File: src/rtl/grl_pkg.sv
// Shared constants, codes and types of the gradient line rasterizer.
package grl_pkg;

  // Coordinate width used when the top level is not told otherwise
  localparam int COORD_BITS_DEFAULT = 12;

  // Configuration register widths
  localparam int WIDTH_W  = 11;
  localparam int HEIGHT_W = 11;
  localparam int BPP_W    = 6;
  localparam int STRIDE_W = 14;

  // Configuration reset values
  localparam logic [WIDTH_W-1:0]  WIDTH_RST  = 11'd640;
  localparam logic [HEIGHT_W-1:0] HEIGHT_RST = 11'd480;
  localparam logic [BPP_W-1:0]    BPP_RST    = 6'd32;
  localparam logic [STRIDE_W-1:0] STRIDE_RST = 14'd2560;

  // Configuration write channel
  localparam int CFG_IDX_W  = 4;
  localparam int CFG_DATA_W = 16;

  // Pixel payload
  localparam int COLOUR_W = 8;
  localparam int NUM_CHAN = 3;
  localparam int ADDR_W   = 25;
  // The address uses the low bits of an in-image coordinate
  localparam int PIX_IDX_W = 11;

  typedef enum logic [CFG_IDX_W-1:0] {
    REG_IMAGE_WIDTH    = 4'd0,
    REG_IMAGE_HEIGHT   = 4'd1,
    REG_BITS_PER_PIXEL = 4'd2,
    REG_ROW_STRIDE     = 4'd3
  } cfg_reg_e;

  typedef enum logic {
    OP_LOAD = 1'b0,
    OP_STEP = 1'b1
  } op_e;

endpackage

File: src/rtl/grl_if.sv
// Channel interfaces of the gradient line rasterizer: line items, pixels, configuration.
interface grl_item_if #(
  parameter int CW = grl_pkg::COORD_BITS_DEFAULT
);
  import grl_pkg::*;

  logic                       valid;
  logic                       ready;
  logic                       operation;
  logic signed [CW-1:0]       start_x;
  logic signed [CW-1:0]       start_y;
  logic signed [CW-1:0]       end_x;
  logic signed [CW-1:0]       end_y;
  logic        [COLOUR_W-1:0] start_red;
  logic        [COLOUR_W-1:0] start_green;
  logic        [COLOUR_W-1:0] start_blue;
  logic        [COLOUR_W-1:0] end_red;
  logic        [COLOUR_W-1:0] end_green;
  logic        [COLOUR_W-1:0] end_blue;

  modport source (
    output valid, operation, start_x, start_y, end_x, end_y,
           start_red, start_green, start_blue, end_red, end_green, end_blue,
    input  ready
  );
  modport sink (
    input  valid, operation, start_x, start_y, end_x, end_y,
           start_red, start_green, start_blue, end_red, end_green, end_blue,
    output ready
  );
endinterface

interface grl_pixel_if #(
  parameter int CW = grl_pkg::COORD_BITS_DEFAULT
);
  import grl_pkg::*;

  logic                       valid;
  logic                       ready;
  logic signed [CW-1:0]       pixel_x;
  logic signed [CW-1:0]       pixel_y;
  logic        [COLOUR_W-1:0] pixel_red;
  logic        [COLOUR_W-1:0] pixel_green;
  logic        [COLOUR_W-1:0] pixel_blue;
  logic                       write_enable;
  logic        [ADDR_W-1:0]   byte_address;
  logic                       last_pixel;

  modport source (
    output valid, pixel_x, pixel_y, pixel_red, pixel_green, pixel_blue,
           write_enable, byte_address, last_pixel,
    input  ready
  );
  modport sink (
    input  valid, pixel_x, pixel_y, pixel_red, pixel_green, pixel_blue,
           write_enable, byte_address, last_pixel,
    output ready
  );
endinterface

interface grl_cfg_if;
  import grl_pkg::*;

  logic                  valid;
  logic                  ready;
  logic [CFG_IDX_W-1:0]  index;
  logic [CFG_DATA_W-1:0] data;

  modport source (output valid, index, data, input ready);
  modport sink (input valid, index, data, output ready);
endinterface

File: src/rtl/gradient_line_rasterizer.sv
// Top level of the gradient line rasterizer: Bresenham walker with colour interpolation.
//
// Channels: item_i takes line items (operation 0 loads end points and end colours,
// operation 1 is one step tick), pixel_o gives at most one pixel per tick, and
// cfg_i writes the image width, height, bits per pixel and row stride.
// A beat moves on any channel when valid and ready are both high.
// A load is taken in the idle state. A tick on an idle walker is dropped.
// A tick on an active line passes through the stop test and the address state to the
// emit state, which stores its pixel; the final pixel of a line is presented and the
// block is ready again in the same cycle. After any other pixel the colour update
// runs through one shared restoring divider, one channel after another for three
// channels, each set up and then divided, followed by one Bresenham step.
// item_i.ready is high only between ticks. The pixel output register holds one
// beat; while the receiver stalls, the next tick works up to the point where its
// pixel has to be stored and waits there.
// Reset returns the configuration to 640 x 480, 32 bits per pixel, 2560-byte
// stride, leaves no line active and empties the output register.
// cfg_i is always ready; write it only while the block is idle.
module gradient_line_rasterizer #(
  parameter int COORD_BITS = grl_pkg::COORD_BITS_DEFAULT
) (
  input logic       clk_i,
  input logic       rst_ni,
  grl_item_if.sink  item_i,
  grl_pixel_if.source pixel_o,
  grl_cfg_if.sink   cfg_i
);
  import grl_pkg::*;

  // Position, deltas, error term, distance, bound-test, address-product, bit-counter and channel widths
  localparam int CW = COORD_BITS;
  localparam int PW = CW + 1;
  localparam int EW = PW + 2;
  localparam int DW = PW + 2;
  localparam int XW = (PW > PIX_IDX_W + 1) ? PW : PIX_IDX_W + 1;
  localparam int PXW = PIX_IDX_W + BPP_W;
  localparam int CNT_W = $clog2(COLOUR_W);
  localparam int CH_W = $clog2(NUM_CHAN);

  typedef enum logic [2:0] {
    S_IDLE,
    S_TEST,
    S_ADDR,
    S_EMIT,
    S_DLOAD,
    S_DIV,
    S_STEP
  } state_e;

  // Control registers
  state_e                state_q, state_d;
  logic                  active_q, active_d;
  logic                  out_valid_q, out_valid_d;
  logic [WIDTH_W-1:0]    width_q, width_d;
  logic [HEIGHT_W-1:0]   height_q, height_d;
  logic [BPP_W-1:0]      bpp_q, bpp_d;
  logic [STRIDE_W-1:0]   stride_q, stride_d;
  logic [CH_W-1:0]       ch_q, ch_d;
  logic [CNT_W-1:0]      cnt_q, cnt_d;

  // Datapath registers
  logic signed [PW-1:0]  cx_q, cx_d, cy_q, cy_d, tx_q, tx_d, ty_q, ty_d;
  logic [COLOUR_W-1:0]   cur_col_q [NUM_CHAN];
  logic [COLOUR_W-1:0]   cur_col_d [NUM_CHAN];
  logic [COLOUR_W-1:0]   tgt_col_q [NUM_CHAN];
  logic [COLOUR_W-1:0]   tgt_col_d [NUM_CHAN];
  logic [PW-1:0]         adx_q, adx_d, ady_q, ady_d;
  logic                  sx_q, sx_d, sy_q, sy_d;
  logic signed [EW-1:0]  err_q, err_d;
  logic [DW-1:0]         dist_q, dist_d;
  logic                  last_q, last_d, inside_q, inside_d;
  logic [PXW-1:0]        prodx_q, prodx_d;
  logic [ADDR_W-1:0]     prody_q, prody_d;
  logic [ADDR_W-1:0]     addr_q, addr_d;
  logic [COLOUR_W-1:0]   num_q, num_d, quo_q, quo_d;
  logic [DW-1:0]         rem_q, rem_d;
  logic                  neg_q, neg_d;

  // Output payload registers
  logic signed [CW-1:0]  ox_q, ox_d, oy_q, oy_d;
  logic [COLOUR_W-1:0]   ored_q, ored_d, ogreen_q, ogreen_d, oblue_q, oblue_d;
  logic                  owe_q, owe_d, olast_q, olast_d;
  logic [ADDR_W-1:0]     oaddr_q, oaddr_d;

  // Handshakes
  logic in_acc, out_acc, out_free;

  assign item_i.ready = (state_q == S_IDLE);
  assign in_acc       = item_i.valid & item_i.ready;
  assign out_acc      = pixel_o.valid & pixel_o.ready;
  assign out_free     = ~out_valid_q | pixel_o.ready;
  assign cfg_i.ready  = 1'b1;

  assign pixel_o.valid        = out_valid_q;
  assign pixel_o.pixel_x      = ox_q;
  assign pixel_o.pixel_y      = oy_q;
  assign pixel_o.pixel_red    = ored_q;
  assign pixel_o.pixel_green  = ogreen_q;
  assign pixel_o.pixel_blue   = oblue_q;
  assign pixel_o.write_enable = owe_q;
  assign pixel_o.byte_address = oaddr_q;
  assign pixel_o.last_pixel   = olast_q;

  // Load-time deltas and step directions
  logic signed [PW:0] ld_dx, ld_dy;
  logic [PW-1:0]      ld_adx, ld_ady;

  assign ld_dx  = (PW+1)'(item_i.end_x) - (PW+1)'(item_i.start_x);
  assign ld_dy  = (PW+1)'(item_i.end_y) - (PW+1)'(item_i.start_y);
  assign ld_adx = (ld_dx < 0) ? PW'(-ld_dx) : PW'(ld_dx);
  assign ld_ady = (ld_dy < 0) ? PW'(-ld_dy) : PW'(ld_dy);

  // Stop and bound tests on the current point
  logic signed [XW-1:0] xe, ye, txe, tye, wse, hse;
  logic                 beyond, at_end, in_img;

  assign xe  = XW'(cx_q);
  assign ye  = XW'(cy_q);
  assign txe = XW'(tx_q);
  assign tye = XW'(ty_q);
  assign wse = XW'($signed({1'b0, width_q}));
  assign hse = XW'($signed({1'b0, height_q}));

  assign beyond = (xe < 0 && txe < 0) || (ye < 0 && tye < 0) ||
                  (xe > wse && txe > wse) || (ye > hse && tye > hse);
  assign at_end = (cx_q == tx_q) && (cy_q == ty_q);
  assign in_img = (xe > 0) && (xe < wse) && (ye > 0) && (ye < hse);

  // Remaining Manhattan distance
  logic signed [PW:0] rem_dx, rem_dy;
  logic [PW:0]        rem_adx, rem_ady;

  assign rem_dx  = (PW+1)'(tx_q) - (PW+1)'(cx_q);
  assign rem_dy  = (PW+1)'(ty_q) - (PW+1)'(cy_q);
  assign rem_adx = (rem_dx < 0) ? (PW+1)'(-rem_dx) : (PW+1)'(rem_dx);
  assign rem_ady = (rem_dy < 0) ? (PW+1)'(-rem_dy) : (PW+1)'(rem_dy);

  // Shared divider step: one quotient bit a cycle
  logic [DW:0]         div_shift;
  logic                div_ge;
  logic [COLOUR_W-1:0] div_quo;
  logic [COLOUR_W-1:0] ch_cur, ch_tgt;

  assign div_shift = {rem_q, num_q[COLOUR_W-1]};
  assign div_ge    = (div_shift >= {1'b0, dist_q});
  assign div_quo   = {quo_q[COLOUR_W-2:0], div_ge};
  assign ch_cur    = cur_col_q[ch_q];
  assign ch_tgt    = tgt_col_q[ch_q];

  // Bresenham step decisions
  logic signed [EW-1:0] adx_s, ady_s;
  logic                 step_x, step_y;

  assign adx_s  = $signed(EW'(adx_q));
  assign ady_s  = $signed(EW'(ady_q));
  assign step_x = (err_q > -adx_s);
  assign step_y = (err_q < ady_s);

  // Next-state logic
  always_comb begin
    state_d     = state_q;
    active_d    = active_q;
    out_valid_d = out_valid_q;
    width_d     = width_q;
    height_d    = height_q;
    bpp_d       = bpp_q;
    stride_d    = stride_q;
    ch_d        = ch_q;
    cnt_d       = cnt_q;
    cx_d        = cx_q;
    cy_d        = cy_q;
    tx_d        = tx_q;
    ty_d        = ty_q;
    cur_col_d   = cur_col_q;
    tgt_col_d   = tgt_col_q;
    adx_d       = adx_q;
    ady_d       = ady_q;
    sx_d        = sx_q;
    sy_d        = sy_q;
    err_d       = err_q;
    dist_d      = dist_q;
    last_d      = last_q;
    inside_d    = inside_q;
    prodx_d     = prodx_q;
    prody_d     = prody_q;
    addr_d      = addr_q;
    num_d       = num_q;
    rem_d       = rem_q;
    quo_d       = quo_q;
    neg_d       = neg_q;
    ox_d        = ox_q;
    oy_d        = oy_q;
    ored_d      = ored_q;
    ogreen_d    = ogreen_q;
    oblue_d     = oblue_q;
    owe_d       = owe_q;
    olast_d     = olast_q;
    oaddr_d     = oaddr_q;

    // Configuration writes
    if (cfg_i.valid) begin
      case (cfg_i.index)
        REG_IMAGE_WIDTH:    width_d  = cfg_i.data[WIDTH_W-1:0];
        REG_IMAGE_HEIGHT:   height_d = cfg_i.data[HEIGHT_W-1:0];
        REG_BITS_PER_PIXEL: bpp_d    = cfg_i.data[BPP_W-1:0];
        REG_ROW_STRIDE:     stride_d = cfg_i.data[STRIDE_W-1:0];
        default: ;
      endcase
    end

    if (out_acc) begin
      out_valid_d = 1'b0;
    end

    case (state_q)
      S_IDLE: begin
        if (in_acc) begin
          if (item_i.operation == OP_LOAD) begin
            cx_d         = PW'(item_i.start_x);
            cy_d         = PW'(item_i.start_y);
            tx_d         = PW'(item_i.end_x);
            ty_d         = PW'(item_i.end_y);
            cur_col_d[0] = item_i.start_red;
            cur_col_d[1] = item_i.start_green;
            cur_col_d[2] = item_i.start_blue;
            tgt_col_d[0] = item_i.end_red;
            tgt_col_d[1] = item_i.end_green;
            tgt_col_d[2] = item_i.end_blue;
            adx_d        = ld_adx;
            ady_d        = ld_ady;
            sx_d         = (item_i.start_x < item_i.end_x);
            sy_d         = (item_i.start_y < item_i.end_y);
            err_d        = (ld_adx > ld_ady) ? $signed(EW'(ld_adx >> 1))
                                             : -$signed(EW'(ld_ady >> 1));
            active_d     = 1'b1;
          end else if (active_q) begin
            state_d = S_TEST;
          end
        end
      end

      // Stop test, bounds, distance and address products
      S_TEST: begin
        last_d   = beyond | at_end;
        inside_d = in_img;
        dist_d   = DW'(rem_adx) + DW'(rem_ady);
        prodx_d  = PXW'(xe[PIX_IDX_W-1:0]) * PXW'(bpp_q);
        prody_d  = ADDR_W'(ye[PIX_IDX_W-1:0]) * ADDR_W'(stride_q);
        state_d  = S_ADDR;
      end

      S_ADDR: begin
        addr_d  = inside_q ? ADDR_W'(prodx_q[PXW-1:3]) + prody_q : '0;
        state_d = S_EMIT;
      end

      // Store the pixel once the output register is free
      S_EMIT: begin
        if (out_free) begin
          out_valid_d = 1'b1;
          ox_d        = cx_q[CW-1:0];
          oy_d        = cy_q[CW-1:0];
          ored_d      = cur_col_q[0];
          ogreen_d    = cur_col_q[1];
          oblue_d     = cur_col_q[2];
          owe_d       = inside_q;
          olast_d     = last_q;
          oaddr_d     = addr_q;
          if (last_q) begin
            active_d = 1'b0;
            state_d  = S_IDLE;
          end else begin
            ch_d    = '0;
            state_d = S_DLOAD;
          end
        end
      end

      // Set up the divider for one channel
      S_DLOAD: begin
        neg_d   = (ch_tgt < ch_cur);
        num_d   = (ch_tgt < ch_cur) ? ch_cur - ch_tgt : ch_tgt - ch_cur;
        rem_d   = '0;
        quo_d   = '0;
        cnt_d   = CNT_W'(COLOUR_W - 1);
        state_d = S_DIV;
      end

      S_DIV: begin
        rem_d = div_ge ? DW'(div_shift - {1'b0, dist_q}) : div_shift[DW-1:0];
        num_d = num_q << 1;
        quo_d = div_quo;
        cnt_d = cnt_q - 1'b1;
        if (cnt_q == '0) begin
          cur_col_d[ch_q] = neg_q ? ch_cur - div_quo : ch_cur + div_quo;
          if (ch_q == CH_W'(NUM_CHAN - 1)) begin
            state_d = S_STEP;
          end else begin
            ch_d    = ch_q + 1'b1;
            state_d = S_DLOAD;
          end
        end
      end

      // Bresenham step
      S_STEP: begin
        err_d = err_q - (step_x ? ady_s : EW'(0)) + (step_y ? adx_s : EW'(0));
        if (step_x) begin
          cx_d = cx_q + (sx_q ? PW'(1) : {PW{1'b1}});
        end
        if (step_y) begin
          cy_d = cy_q + (sy_q ? PW'(1) : {PW{1'b1}});
        end
        state_d = S_IDLE;
      end

      default: state_d = S_IDLE;
    endcase
  end

  // State, datapath and output registers
  always_ff @(posedge clk_i or negedge rst_ni) begin
    if (!rst_ni) begin
      state_q     <= S_IDLE;
      active_q    <= 1'b0;
      out_valid_q <= 1'b0;
      width_q     <= WIDTH_RST;
      height_q    <= HEIGHT_RST;
      bpp_q       <= BPP_RST;
      stride_q    <= STRIDE_RST;
      ch_q        <= '0;
      cnt_q       <= '0;
      cx_q        <= '0;
      cy_q        <= '0;
      tx_q        <= '0;
      ty_q        <= '0;
      cur_col_q   <= '{default: '0};
      tgt_col_q   <= '{default: '0};
      adx_q       <= '0;
      ady_q       <= '0;
      sx_q        <= 1'b0;
      sy_q        <= 1'b0;
      err_q       <= '0;
      dist_q      <= '0;
      last_q      <= 1'b0;
      inside_q    <= 1'b0;
      prodx_q     <= '0;
      prody_q     <= '0;
      addr_q      <= '0;
      num_q       <= '0;
      rem_q       <= '0;
      quo_q       <= '0;
      neg_q       <= 1'b0;
      ox_q        <= '0;
      oy_q        <= '0;
      ored_q      <= '0;
      ogreen_q    <= '0;
      oblue_q     <= '0;
      owe_q       <= 1'b0;
      olast_q     <= 1'b0;
      oaddr_q     <= '0;
    end else begin
      state_q     <= state_d;
      active_q    <= active_d;
      out_valid_q <= out_valid_d;
      width_q     <= width_d;
      height_q    <= height_d;
      bpp_q       <= bpp_d;
      stride_q    <= stride_d;
      ch_q        <= ch_d;
      cnt_q       <= cnt_d;
      cx_q        <= cx_d;
      cy_q        <= cy_d;
      tx_q        <= tx_d;
      ty_q        <= ty_d;
      cur_col_q   <= cur_col_d;
      tgt_col_q   <= tgt_col_d;
      adx_q       <= adx_d;
      ady_q       <= ady_d;
      sx_q        <= sx_d;
      sy_q        <= sy_d;
      err_q       <= err_d;
      dist_q      <= dist_d;
      last_q      <= last_d;
      inside_q    <= inside_d;
      prodx_q     <= prodx_d;
      prody_q     <= prody_d;
      addr_q      <= addr_d;
      num_q       <= num_d;
      rem_q       <= rem_d;
      quo_q       <= quo_d;
      neg_q       <= neg_d;
      ox_q        <= ox_d;
      oy_q        <= oy_d;
      ored_q      <= ored_d;
      ogreen_q    <= ogreen_d;
      oblue_q     <= oblue_d;
      owe_q       <= owe_d;
      olast_q     <= olast_d;
      oaddr_q     <= oaddr_d;
    end
  end

  // A line goes idle only with its final pixel stored in the output register
  a_idle_after_last: assert property (@(posedge clk_i) disable iff (!rst_ni)
    $fell(active_q) |-> out_valid_q && olast_q)
    else $error("line went idle without a final pixel");

  // The divider never runs on a zero distance
  a_div_nonzero: assert property (@(posedge clk_i) disable iff (!rst_ni)
    (state_q == S_DIV) |-> (dist_q != '0))
    else $error("colour division by zero distance");

  // Restoring divider keeps its remainder below the divisor
  a_div_rem: assert property (@(posedge clk_i) disable iff (!rst_ni)
    (state_q == S_DIV) |-> (rem_q < dist_q))
    else $error("divider remainder out of range");

  // Pixels outside the image carry a zero address
  a_addr_zero: assert property (@(posedge clk_i) disable iff (!rst_ni)
    (out_valid_q && !owe_q) |-> (oaddr_q == '0))
    else $error("address set on a pixel outside the image");

  // Only a tick on an active line leaves the idle state
  a_tick_start: assert property (@(posedge clk_i) disable iff (!rst_ni)
    (state_q == S_TEST) |-> $past(in_acc) && $past(active_q))
    else $error("stepping started without an active line");

endmodule

File: src/flat_wrapper.sv
// flat-port wrapper written by rule: the top's interface ports become plain ports
module gradient_line_rasterizer_flat import grl_pkg::*;
#(
  parameter int COORD_BITS = grl_pkg::COORD_BITS_DEFAULT
)
  (clk_i, rst_ni, item_i_valid, item_i_operation, item_i_start_x, item_i_start_y, item_i_end_x, item_i_end_y, item_i_start_red, item_i_start_green, item_i_start_blue, item_i_end_red, item_i_end_green, item_i_end_blue, item_i_ready, pixel_o_valid, pixel_o_pixel_x, pixel_o_pixel_y, pixel_o_pixel_red, pixel_o_pixel_green, pixel_o_pixel_blue, pixel_o_write_enable, pixel_o_byte_address, pixel_o_last_pixel, pixel_o_ready, cfg_i_valid, cfg_i_index, cfg_i_data, cfg_i_ready);
  grl_item_if #(.CW((COORD_BITS_DEFAULT))) item_i_i ();
  grl_pixel_if #(.CW((COORD_BITS_DEFAULT))) pixel_o_i ();
  grl_cfg_if cfg_i_i ();
  input logic clk_i;
  input logic rst_ni;
  input wire logic [$bits(item_i_i.valid)-1:0] item_i_valid;
  input wire logic [$bits(item_i_i.operation)-1:0] item_i_operation;
  input wire logic [$bits(item_i_i.start_x)-1:0] item_i_start_x;
  input wire logic [$bits(item_i_i.start_y)-1:0] item_i_start_y;
  input wire logic [$bits(item_i_i.end_x)-1:0] item_i_end_x;
  input wire logic [$bits(item_i_i.end_y)-1:0] item_i_end_y;
  input wire logic [$bits(item_i_i.start_red)-1:0] item_i_start_red;
  input wire logic [$bits(item_i_i.start_green)-1:0] item_i_start_green;
  input wire logic [$bits(item_i_i.start_blue)-1:0] item_i_start_blue;
  input wire logic [$bits(item_i_i.end_red)-1:0] item_i_end_red;
  input wire logic [$bits(item_i_i.end_green)-1:0] item_i_end_green;
  input wire logic [$bits(item_i_i.end_blue)-1:0] item_i_end_blue;
  output wire logic [$bits(item_i_i.ready)-1:0] item_i_ready;
  output wire logic [$bits(pixel_o_i.valid)-1:0] pixel_o_valid;
  output wire logic [$bits(pixel_o_i.pixel_x)-1:0] pixel_o_pixel_x;
  output wire logic [$bits(pixel_o_i.pixel_y)-1:0] pixel_o_pixel_y;
  output wire logic [$bits(pixel_o_i.pixel_red)-1:0] pixel_o_pixel_red;
  output wire logic [$bits(pixel_o_i.pixel_green)-1:0] pixel_o_pixel_green;
  output wire logic [$bits(pixel_o_i.pixel_blue)-1:0] pixel_o_pixel_blue;
  output wire logic [$bits(pixel_o_i.write_enable)-1:0] pixel_o_write_enable;
  output wire logic [$bits(pixel_o_i.byte_address)-1:0] pixel_o_byte_address;
  output wire logic [$bits(pixel_o_i.last_pixel)-1:0] pixel_o_last_pixel;
  input wire logic [$bits(pixel_o_i.ready)-1:0] pixel_o_ready;
  input wire logic [$bits(cfg_i_i.valid)-1:0] cfg_i_valid;
  input wire logic [$bits(cfg_i_i.index)-1:0] cfg_i_index;
  input wire logic [$bits(cfg_i_i.data)-1:0] cfg_i_data;
  output wire logic [$bits(cfg_i_i.ready)-1:0] cfg_i_ready;
  assign item_i_i.valid = item_i_valid;
  assign item_i_i.operation = item_i_operation;
  assign item_i_i.start_x = item_i_start_x;
  assign item_i_i.start_y = item_i_start_y;
  assign item_i_i.end_x = item_i_end_x;
  assign item_i_i.end_y = item_i_end_y;
  assign item_i_i.start_red = item_i_start_red;
  assign item_i_i.start_green = item_i_start_green;
  assign item_i_i.start_blue = item_i_start_blue;
  assign item_i_i.end_red = item_i_end_red;
  assign item_i_i.end_green = item_i_end_green;
  assign item_i_i.end_blue = item_i_end_blue;
  assign item_i_ready = item_i_i.ready;
  assign pixel_o_valid = pixel_o_i.valid;
  assign pixel_o_pixel_x = pixel_o_i.pixel_x;
  assign pixel_o_pixel_y = pixel_o_i.pixel_y;
  assign pixel_o_pixel_red = pixel_o_i.pixel_red;
  assign pixel_o_pixel_green = pixel_o_i.pixel_green;
  assign pixel_o_pixel_blue = pixel_o_i.pixel_blue;
  assign pixel_o_write_enable = pixel_o_i.write_enable;
  assign pixel_o_byte_address = pixel_o_i.byte_address;
  assign pixel_o_last_pixel = pixel_o_i.last_pixel;
  assign pixel_o_i.ready = pixel_o_ready;
  assign cfg_i_i.valid = cfg_i_valid;
  assign cfg_i_i.index = cfg_i_index;
  assign cfg_i_i.data = cfg_i_data;
  assign cfg_i_ready = cfg_i_i.ready;
  gradient_line_rasterizer #(.COORD_BITS(COORD_BITS)) u_core (.clk_i(clk_i), .rst_ni(rst_ni), .item_i(item_i_i), .pixel_o(pixel_o_i), .cfg_i(cfg_i_i));
endmodule
File: config.mk
export PLATFORM = sky130hd
export DESIGN_NAME = gradient_line_rasterizer_flat
export DESIGN_NICKNAME = d
export VERILOG_FILES = /design/src/rtl/grl_pkg.sv /design/src/rtl/grl_if.sv /design/src/rtl/gradient_line_rasterizer.sv /design/src/flat_wrapper.sv
export SDC_FILE = /design/constraint.sdc
export NUM_CORES = 2
export LEC_CHECK = 0
export ABC_CLOCK_PERIOD_IN_PS = 13100
export BUFFER_PORTS_ARGS = -buffer_cell sky130_fd_sc_hd__buf_2
export CAP_MARGIN = 5
export CORE_MARGIN = 10
export CORE_UTILIZATION = 60
export DETAILED_ROUTE_END_ITERATION = 16
export GPL_TIMING_DRIVEN = 0
export PLACE_DENSITY = 0.8
export SLEW_MARGIN = 20
export SYNTH_ARGS = -nofsm -noshare
export SYNTH_HDL_FRONTEND = slang
export SYNTH_SLANG_ARGS = --single-unit
File: constraint.sdc
create_clock -name clk_i -period 13.1 [get_ports clk_i]
set_input_delay 2.62 -clock clk_i [delete_from_list [all_inputs] [get_ports clk_i]]
set_output_delay 2.62 -clock clk_i [all_outputs]
set_load 0.01 [all_outputs]
==> metrics.txt <==
status=finished, final reports clean; max layer used=met4; Synth Register Bits=380; Critical Path AT=8.24 ns; first-pass GRT wire length=151000 um; gr ovfl total=0; Met2 Wirelength=44200 um; Synthesized Nets=4433; Root Buffer=clkbuf_16; max-cap violations=0; post-route cell area=36900 um2; Die Y=256 um; WL/cell=19.6 um; clk slew on worst S/H paths=0.06 ns; Setup TNS Final=0 ns; share of layout cells above drive strength 1=10.7%; dpl cell area=35300 um2; die footprint=65300 um2; Post-CTS Setup Inserts=0; Final Hold Fails=0; period utilisation layout=59.1%; Clk Latency, worst-skew pair=0.59 ns; number of vias per cell=5.88; port bufs=196; worst hold path class=flip-flop to flip-flop; Top-Level Pins=200; Worst EP required=13.61 ns; distinct cell type count of the synthesized netlist=91; PostCTS Resize Cnt=0; # clock sinks=380; Final Max Slew Viols=0; Worst slew margin=33.1%; EDFF count, synth=0; Die X-Extent=256 um; Cell Area, Synth=33300 um2; Setup Viol. Count Final=0; Multi-input gate area=21600 um2; via count=28400; FP Rows=86; crit-path max FO=10; Area Growth Syn to Fin=10.9%; minimum clock period=7.74 ns; fill count=4479; DRT met1 WL=39800 um; vias in the first global route=28400; hold_buf cts=0; H-tree Lvls=2; gpl congestion=0.950; CTS tree=yes; routed wire length=94900 um; Post-Route Skew=0.0154 ns; Post-DP HPWL=75000 um; DR WL met3=7160 um; Crit. End Element=flip-flop; Initial DRT Pass Iterations=6; maximum clock frequency=129 MHz; Core ar.=55000 um2; initial antenna violation count=1; Syn Inst Count=3803; sequential fraction of the synthesis area=28.6%; RSZ-0062 raised after global routing=no; number of buffers created by CTS=43; Critical Path Start Type=primary input; All-Layer GR Usage=28.4%; FF+latch area=9520 um2; Syn Area/Cell=8.76 um2; asr flop ratio synth=100%; Ys Warns=0; Crit Path Class=primary input to flip-flop; final net count=4680; largest net degree at the start of global routing=92; Slew @ Worst Pin=1.00 ns; drt initial violations=2266; DRC=0; Synth Flop Type=dfrtp_1; Bufs on Longest Clock Path=3; ANT nets after route=0; initial core utilization=60.6%
==> worst max-delay path, stage by stage <==
cell,delay [ns]
buf_2,0.12
inv_1,0.06
ha_1,0.17
inv_1,0.06
fa_1,0.39
a21oi_1,0.16
o21ai_1,0.14
a21oi_1,0.30
o221ai_1,0.16
mux2i_1,0.29
clkbuf_1,0.36
nor2_1,0.07
a21oi_1,0.42
inv_1,0.10
ha_1,0.30
nor2b_1,0.13
o21a_1,0.11
o21a_1,0.10
o21ai_0,0.08
a21oi_1,0.16
o21ai_0,0.11
a311oi_2,0.73
clkbuf_1,0.49
mux2i_1,0.35
a21oi_1,0.11
a21oi_1,0.16
==> cells by family (layout without fill, tap and decap cells) <==
family / after synthesis / count (layout) / synth area share (%)
and+or+nand+nor: 1195 / 1195 / 16.5
AOI/OAI and AO/OA: 790 / 790 / 15.0
buffers and inverters: 568 / 850 / 6.49
adders and majority gates: 508 / 508 / 22.9
DFF: 380 / 380 / 28.6
xor gates and xnor gates: 206 / 206 / 5.44
muxes: 155 / 155 / 5.10
other: 1 / 2 / 0.0113
==> metrics by stage <==
step | hold WS, ns | setup WS, ns | utilization (%) | std cells
6_report | 0.475 | 5.36 | 67.2 | 4834
5_1_grt | 0.497 | 4.93 | 67.2 | 4834
3_3_place_gp | 0.453 | 1.92 | 64.1 | 4747
3_5_place_dp | 0.463 | 4.93 | 64.3 | 4751
4_1_cts | 0.478 | 5.47 | 67.1 | 4831
2_1_floorplan | 0.440 | 6.06 | - | 3803
==> worst paths after layout <==
kind	to	start	depth (start not counted)	slack, ns
max in group asynchronous	u_core.stride_q[9]$_DFFE_PN1P_	rst_ni	3	9.84
hold / removal	u_core.num_q[0]$_DFFE_PN0N_	u_core.num_q[0]$_DFFE_PN0N_	2	0.48
min in group asynchronous	u_core.pixel_o.pixel_red[4]$_DFFE_PN0P_	rst_ni	1	1.96
hold reg to reg	u_core.num_q[0]$_DFFE_PN0N_	u_core.num_q[0]$_DFFE_PN0N_	2	0.48
setup reg to reg	u_core.prody_q[24]$_DFFE_PN0P_	u_core.cy_q[3]$_DFFE_PN0P_	22	6.17
setup / recovery	u_core.err_q[3]$_DFFE_PN0P_	item_i_end_x[0]	26	5.36
==> cells in the final DEF, fill, tap and decap left out, types with 156 or more instances in the layout <==
master,Yosys,routed
a21oi_1,214,214
inv_1,406,406
clkbuf_1,147,156
nor2_1,192,192
buf_2,2,198
o21ai_0,227,227
nand2_1,575,575
fa_1,169,169
ha_1,339,339
dfrtp_1,371,371
==> Yosys cell counts (all sizes together) (7+ instances only) <==
cell	n	share of area, %
nand2b	30	0.56
nor2b	44	0.83
o31a	8	0.21
nand4	32	0.60
nand3	53	0.80
or3	30	0.58
a211oi	24	0.57
nor4	20	0.39
nor3b	11	0.25
inv	406	4.6
nor3	58	0.90
o21ai	235	3.5
nor2	192	2.2
o21bai	17	0.38
nand2	575	6.5
buf	15	0.26
a22oi	24	0.56
nand3b	8	0.18
o22ai	9	0.17
mux2i	38	1.1
or4	7	0.17
a31oi	38	0.71
xor2	67	1.8
a21boi	7	0.16
mux2	117	4.0
fa	169	10
and2	101	1.9
a21o	49	1.1
clkbuf	147	1.7
ha	339	13
a31o	7	0.18
a21oi	216	3.3
o211ai	12	0.29
dfrtp	371	28
xnor2	139	3.7
o31ai	30	0.77
and3	22	0.41
o21a	48	1.1
dfstp	9	0.71
==> area by class of cell <==
cell class / instances / share of cell area [%]
Antenna cell: 1 / 0.00678
Clock inverter: 23 / 0.996
Sequential cell: 380 / 25.8
Tap cell: 748 / 2.53
Timing Repair Buffer: 202 / 3.03
Inverter: 406 / 4.13
Multi-Input combinational cell: 2855 / 58.6
Buffer: 162 / 1.73
Clock buffer: 57 / 3.22
==> routing by layer <==
metal  up-vias  GRT usage (%)
li1      13400              -
met1     13800           37.2
met2      1014           46.4
met3       213           4.85
met4         0           11.2
met5         -              0
==> sequential cells by signal (all words and copies together) (netlist names), 13 cells and up <==
| name | cells |
|---|---|
| u_core.rem_q | 15 |
| u_core.adx_q | 13 |
| u_core.cx_q | 13 |
| u_core.prodx_q | 14 |
| u_core.tgt_col_q | 24 |
| u_core.addr_q | 25 |
| u_core.cur_col_q | 24 |
| u_core.dist_q | 15 |
| u_core.ady_q | 13 |
| u_core.stride_q | 14 |
| u_core.prody_q | 25 |
| u_core.err_q | 15 |
| u_core.pixel_o.byte_address | 25 |
| u_core.cy_q | 13 |
Power is not shown: default switching activity piles up to over one toggle a cycle in this logic, so the estimate is an artifact.
